===== src/rtl/spq_pkg.sv =====
// ----------------------------------------------------------------------------
// spq_pkg
// Shared types and constants of the sorted priority queue.
// ----------------------------------------------------------------------------
package spq_pkg;

  localparam int DATA_WIDTH = 32;

  localparam logic CMD_INSERT = 1'b0;
  localparam logic CMD_POP    = 1'b1;

  localparam logic [1:0] STATUS_OK    = 2'd0;
  localparam logic [1:0] STATUS_EMPTY = 2'd1;
  localparam logic [1:0] STATUS_FULL  = 2'd2;

  typedef struct packed {
    logic                         command;
    logic signed [DATA_WIDTH-1:0] value;
  } spq_req_t;

  typedef struct packed {
    logic signed [DATA_WIDTH-1:0] popped;
    logic [1:0]                   status;
  } spq_resp_t;

  typedef struct packed {
    logic                         active;
    logic                         placed;
    logic signed [DATA_WIDTH-1:0] data;
  } spq_wave_t;

endpackage


===== src/rtl/spq_cell.sv =====
// ----------------------------------------------------------------------------
// spq_cell
// One storage cell of the queue. An insert wave enters from the left neighbor,
// drops its value here at the first strictly worse entry (or at the end of the
// list) and carries the displaced entry onward. A pop shifts the right
// neighbor's entry in.
// ----------------------------------------------------------------------------
module spq_cell
  import spq_pkg::*;
#(
  parameter int OCC_W = 5,
  parameter int INDEX = 0
) (
  input  logic                         clk,
  input  logic                         rst_n,
  input  logic                         max_first,
  input  logic                         pop,
  input  logic [OCC_W-1:0]             fill,
  input  logic signed [DATA_WIDTH-1:0] right_entry,
  input  spq_wave_t                    wave_in,
  output logic signed [DATA_WIDTH-1:0] entry,
  output spq_wave_t                    wave_out
);

  logic signed [DATA_WIDTH-1:0] entry_r, entry_nxt;
  spq_wave_t                    wave_r, wave_nxt;
  logic                         last;
  logic                         worse;
  logic                         take;

  assign last  = (fill == OCC_W'(INDEX));
  assign worse = max_first ? (entry_r < wave_in.data) : (entry_r > wave_in.data);
  assign take  = wave_in.active && (wave_in.placed || last || worse);

  always_comb begin
    entry_nxt = entry_r;
    if (pop) begin
      entry_nxt = right_entry;
    end else if (take) begin
      entry_nxt = wave_in.data;
    end
    wave_nxt.active = wave_in.active && !last;
    wave_nxt.placed = wave_in.placed || take;
    wave_nxt.data   = take ? entry_r : wave_in.data;
  end

  always_ff @(posedge clk) begin
    entry_r     <= entry_nxt;
    wave_r.placed <= wave_nxt.placed;
    wave_r.data   <= wave_nxt.data;
    if (!rst_n) begin
      wave_r.active <= 1'b0;
    end else begin
      wave_r.active <= wave_nxt.active;
    end
  end

  assign entry    = entry_r;
  assign wave_out = wave_r;

endmodule


===== src/rtl/sorted_priority_queue.sv =====
// ----------------------------------------------------------------------------
// sorted_priority_queue
// Bounded priority queue of signed words held as a row of cells in sorted
// order, head in cell 0. Equal values keep their arrival order.
//
// Channel  Direction  Payload      Handshake
// in_      input      spq_req_t    in_valid / in_ready
// out_     output     spq_resp_t   out_valid / out_ready
// cfg_     input      max_first    cfg_valid / cfg_ready
//
// A pop, a pop on an empty queue and an insert into a full queue complete
// without holding off the next request. An accepted insert sends a wave along
// the cell row, one cell per cycle; no request is taken until it reaches the end of the list.
// The result sits in an output register; a stalled output holds the input.
// Reset empties the queue and selects smallest first.
// ----------------------------------------------------------------------------
module sorted_priority_queue
  import spq_pkg::*;
#(
  parameter int CAPACITY = 16
) (
  input  logic      clk,
  input  logic      rst_n,
  input  logic      in_valid,
  output logic      in_ready,
  input  spq_req_t  in_req,
  output logic      out_valid,
  input  logic      out_ready,
  output spq_resp_t out_resp,
  input  logic      cfg_valid,
  output logic      cfg_ready,
  input  logic      cfg_data
);

  localparam int OCC_W = $clog2(CAPACITY + 1);

  logic                         max_first_r;
  logic [OCC_W-1:0]             occ_r, occ_nxt;
  logic [OCC_W-1:0]             fill_r, fill_nxt;
  logic [OCC_W-1:0]             cnt_r, cnt_nxt;
  logic                         out_valid_r, out_valid_nxt;
  spq_resp_t                    resp_r, resp_nxt;
  spq_wave_t                    launch_r, launch_nxt;
  logic                         accept;
  logic                         pop;
  logic                         is_empty;
  logic                         is_full;

  spq_wave_t                    wave  [CAPACITY+1];
  logic signed [DATA_WIDTH-1:0] entry [CAPACITY];

  assign is_empty  = (occ_r == '0);
  assign is_full   = (occ_r == OCC_W'(CAPACITY));
  assign in_ready  = (cnt_r == '0) && !wave[CAPACITY].active && (!out_valid_r || out_ready);
  assign accept    = in_valid && in_ready;
  assign pop       = accept && (in_req.command == CMD_POP) && !is_empty;
  assign cfg_ready = 1'b1;

  assign wave[0] = launch_r;

  for (genvar i = 0; i < CAPACITY; i++) begin : g_cell
    logic signed [DATA_WIDTH-1:0] right_entry;
    if (i == CAPACITY - 1) begin : g_tail
      assign right_entry = '0;
    end else begin : g_mid
      assign right_entry = entry[i+1];
    end
    spq_cell #(
      .OCC_W (OCC_W),
      .INDEX (i)
    ) u_cell (
      .clk         (clk),
      .rst_n       (rst_n),
      .max_first   (max_first_r),
      .pop         (pop),
      .fill        (fill_r),
      .right_entry (right_entry),
      .wave_in     (wave[i]),
      .entry       (entry[i]),
      .wave_out    (wave[i+1])
    );
  end

  always_comb begin
    occ_nxt       = occ_r;
    fill_nxt      = fill_r;
    cnt_nxt       = (cnt_r != '0) ? cnt_r - OCC_W'(1) : cnt_r;
    out_valid_nxt = out_valid_r && !out_ready;
    resp_nxt      = resp_r;
    launch_nxt    = '{active: 1'b0, placed: 1'b0, data: in_req.value};
    if (accept) begin
      out_valid_nxt   = 1'b1;
      resp_nxt.popped = '0;
      resp_nxt.status = STATUS_OK;
      if (in_req.command == CMD_POP) begin
        if (is_empty) begin
          resp_nxt.popped = '1;
          resp_nxt.status = STATUS_EMPTY;
        end else begin
          resp_nxt.popped = entry[0];
          occ_nxt         = occ_r - OCC_W'(1);
        end
      end else if (is_full) begin
        resp_nxt.status = STATUS_FULL;
      end else begin
        launch_nxt.active = 1'b1;
        fill_nxt          = occ_r;
        cnt_nxt           = occ_r + OCC_W'(1);
        occ_nxt           = occ_r + OCC_W'(1);
      end
    end
  end

  always_ff @(posedge clk) begin
    resp_r          <= resp_nxt;
    fill_r          <= fill_nxt;
    launch_r.placed <= launch_nxt.placed;
    launch_r.data   <= launch_nxt.data;
    if (!rst_n) begin
      max_first_r     <= 1'b0;
      occ_r           <= '0;
      cnt_r           <= '0;
      out_valid_r     <= 1'b0;
      launch_r.active <= 1'b0;
    end else begin
      if (cfg_valid && cfg_ready) begin
        max_first_r <= cfg_data;
      end
      occ_r           <= occ_nxt;
      cnt_r           <= cnt_nxt;
      out_valid_r     <= out_valid_nxt;
      launch_r.active <= launch_nxt.active;
    end
  end

  assign out_valid = out_valid_r;
  assign out_resp  = resp_r;

endmodule

===== config.mk =====
export PLATFORM = sky130hd
export DESIGN_NAME = sorted_priority_queue
export DESIGN_NICKNAME = d
export VERILOG_FILES = /design/src/rtl/spq_pkg.sv /design/src/rtl/spq_cell.sv /design/src/rtl/sorted_priority_queue.sv
export SDC_FILE = /design/constraint.sdc
export NUM_CORES = 2
export LEC_CHECK = 0
export ABC_CLOCK_PERIOD_IN_PS = 3600
export BUFFER_PORTS_ARGS = -buffer_cell sky130_fd_sc_hd__buf_2
export CAP_MARGIN = 40
export CORE_MARGIN = 2
export CORE_UTILIZATION = 57
export CTS_CLUSTER_DIAMETER = 50
export DETAILED_ROUTE_END_ITERATION = 8
export MAX_ROUTING_LAYER = met4
export PLACE_DENSITY_LB_ADDON = 0.2
export SETUP_SLACK_MARGIN = 0.1
export SLEW_MARGIN = 20
export SYNTH_ARGS = -nofsm -noshare
export SYNTH_HDL_FRONTEND = slang
export SYNTH_SLANG_ARGS = --single-unit

===== constraint.sdc =====
create_clock -name clk -period 3.6 [get_ports clk]
set_input_delay 0.36 -clock clk [delete_from_list [all_inputs] [get_ports clk]]
set_output_delay 0.36 -clock clk [all_outputs]
set_load 0.05 [all_outputs]

==> run metrics <==
status=finished, final reports clean; Final ANT Viol Nets=0; mux contribution to synthesized area=10.7%; vias in the first global route=37247; I/O pins=76; share of cells above drive strength 1=19.3%; actual slew at the worst max-slew pin=0.746 ns; fillers=6940; Final min period=3.55 ns; Worst EP required=4.20 ns; sequential share of the synthesized area=51.8%; gr ovfl total=0; Worst Setup End Kind=flop; P_int=26200 uW; crit-path cells=ha_1 -> nand2_1 -> nor3_4 -> nor4b_4 -> buf_4 -> nor2_1 -> a21oi_1 -> mux2i_1 -> mux2_2 -> o21ai_2 -> buf_6 -> buf_4 -> mux2_2; most common cell after layout, fill and taps aside=nand2_1; gpl congestion=0.876; XOR/XNOR share of the synthesized area=less than 1%; Combinational Power Share=19.1%; Worst Hold Class=in2reg; ANT cells=0; critical path arrival=about 4.2 ns; initial core utilization=57.6%; period utilisation layout=98.7%; hold path depth=3; largest family of logic cells by synthesized area=adder cells; Slowest cell on crit path=edfxtp_1; syn_nets=~5500; DRC Markers=0; Setup WS pre-CTS=-0.147 ns; Detailed Routing Iterations Pass 1=5; prevailing post-synth register cell=dfxtp_1; Final Slew Violations=0; DIE AREA=0.0952 mm^2; num rows=111; final wirelength=130000 um; die outline height=around 310 um; Via density=5.66; maximum vdd drop=0.489 mV; CTS tree=yes; CP max stage delay=around 0.45 ns; achievable frequency=0.281 GHz; largest net degree at the start of global routing=148; core box area=between 0.09 and 0.1 mm^2; Avg Cell Area, Syn=around 11 um^2; ys async rst share=0%; PnR worst setup slack=0.0451 ns; GR Util All Layers=27.7%; Initial DRC Count=2860; via count=36927; Worst-path clk slew=0.06 ns; commonest cells after routing, fill and taps aside=nand2_1 (688), dfxtp_1 (587), o21ai_0 (573); number of nets in the layout=5730; Area contributors post-synth=edfxtp_1 (29%), dfxtp_1 (22%), ha_1 (12%); power density over the cells=approximately 600 mW/mm^2; Final Hold Fails=0; Pleak=0.0262 uW; PortBufs=74; Sink Count=1107; Skew-Pair Late Insertion Delay=approximately 0.73 ns; total power draw=36800 uW; DPL Wire Length=91400 um; Final setup viols=0; Max clock buf depth=3; part of the power in the clock network=37.0%; first-pass GRT wire length=203000 um; Die Width=about 310 um; Net Switching=10700 uW; htree depth=4; RSZ-0062 raised after global routing=yes; synthesized instance count=4931; Worst R2R Path Depth=13; Post-synth EDFFs=519; area leader, netlist=edfxtp_1; initial antenna violation count=1; Root Buffer=clkbuf_16; max_cap viols=0; Clock Skew=between 0.015 and 0.02 ns; synth warn=0; Setup CP Type=reg2reg; Synth Area in Adders=12.2%; Wirelength per Cell=19.8 um; Unique masters post-synth=74; number of CTS-inserted buffers=130; post-synthesis cell area=0.0528 mm^2; sequential power share=43.9%; critical path startpoint category=flop; WHS=0.142 ns; switching portion of total power=28.9%; register bit total from synthesis=1107; simple-gate portion of the synthesized area=a little under 9%; Layout area overhead=16.0%; compound-gate portion of the synthesized area=10.9%; Max transition margin=49.9%; crit-path max FO=6; Yosys top cell area share=29.5%
-- state kept, by name (all words and copies together), names as in the netlist, 5 cells and up --
| name | flops |
|---|---|
| g_cell.u_cell.entry | 512 |
| g_cell.u_cell.wave_out | 511 |
| out_resp | 34 |
| launch_r | 33 |
| cnt_r | 5 |
| fill_r | 5 |
| occ_r | 5 |
-- timing repair --
action                                  in CTS  in global routing
endpoints found under the setup margin      88                571
resized for setup                            7                 59
gates cloned                                 0                  7
endpoints found under the hold margin       34                  0
setup buffers                                0                 24
hold buffers                                35                  0
pin swaps                                    1                 13
-- cells by family (layout without fill, tap and decap cells) --
| family | after synthesis | after routing |
|---|---|---|
| other | 1 | 1 |
| AND/OR/NAND/NOR | 1066 | 1066 |
| adder cells (fa/ha/maj) | 515 | 515 |
| buffers and inverters | 724 | 1077 |
| AO/OA/AOI/OAI | 1011 | 1011 |
| flip-flops | 1107 | 1107 |
| XOR/XNOR | 14 | 14 |
| multiplexers | 493 | 493 |
-- worst max-delay path, delay by kind of cell (launching register included) --
family | cells | cell delay (ns)
buf+inv | 3 | 0.51
simple gates | 4 | 0.67
compound gates | 2 | 0.39
mux | 3 | 1.07
flops | 1 | 0.45
fa+ha+maj | 1 | 0.34
-- metrics by stage --
stage	util [%]	instance area, um^2	setup TNS, ns	std cells
finish	66.8	61300	0	6527
global placement	60.7	55800	-9.94	6221
CTS	66.1	60600	0	6496
floorplan	-	52900	-19.24	4931
detailed placement	60.7	55800	-7.08	6221
global route	66.8	61300	-1.37	6527
-- worst paths after layout --
path | startpoint | endpoint | slack [ns]
worst max-delay path | g_cell[7].u_cell.entry[28] | g_cell[7].u_cell.wave_out[2] | 0.05
worst min-delay path | rst_n | out_valid | 0.14
worst max register to register | g_cell[7].u_cell.entry[28] | g_cell[7].u_cell.wave_out[2] | 0.05
worst min register to register | g_cell[0].u_cell.wave_out[32] | g_cell[1].u_cell.wave_out[32] | 0.43
-- layer usage --
metal	vias to the layer above	wire length [um]	global-route usage [%]
met4	0	3970	9.36
met1	17855	57100	35.6
li1	17874	-	-
met2	957	62400	45.3
met5	-	0	-
met3	241	6060	3.56
-- power by group through the flow --
stage               clock (uW)  combinational (uW)  sequential [uW]
finish                   13600                7020            16200
global route             14300                7810            16300
CTS                      13800                6840            16200
detailed placement           0                6700            16400
global placement             0                6520            16400
floorplan                    0                4410            16400
-- synthesized netlist by cell type, drive strengths merged (16+ instances only) --
cell    count
o21ai     583
inv       538
o211ai     17
edfxtp    519
clkbuf    140
a21o      100
a21oi     200
nand3      63
nor3       18
o21a       16
dfxtp     588
nand4     102
nand2     691
nor2b      29
nor2       74
nand2b     22
nor4       16
buf        46
mux2      486
ha        515
-- cell type report --
cell class | count | area [um^2] | area share [%]
repair buffers | 299 | 2800 | 4.56
flip-flops and latches | 1107 | 27400 | 44.6
inverters | 538 | 2020 | 3.30
clock inverters | 61 | 743 | 1.21
well taps | 1243 | 1560 | 2.54
multi-input cells | 3100 | 23100 | 37.6
clock buffers | 179 | 3750 | 6.11
No activity file was read; power rests on OpenSTA's default activity.
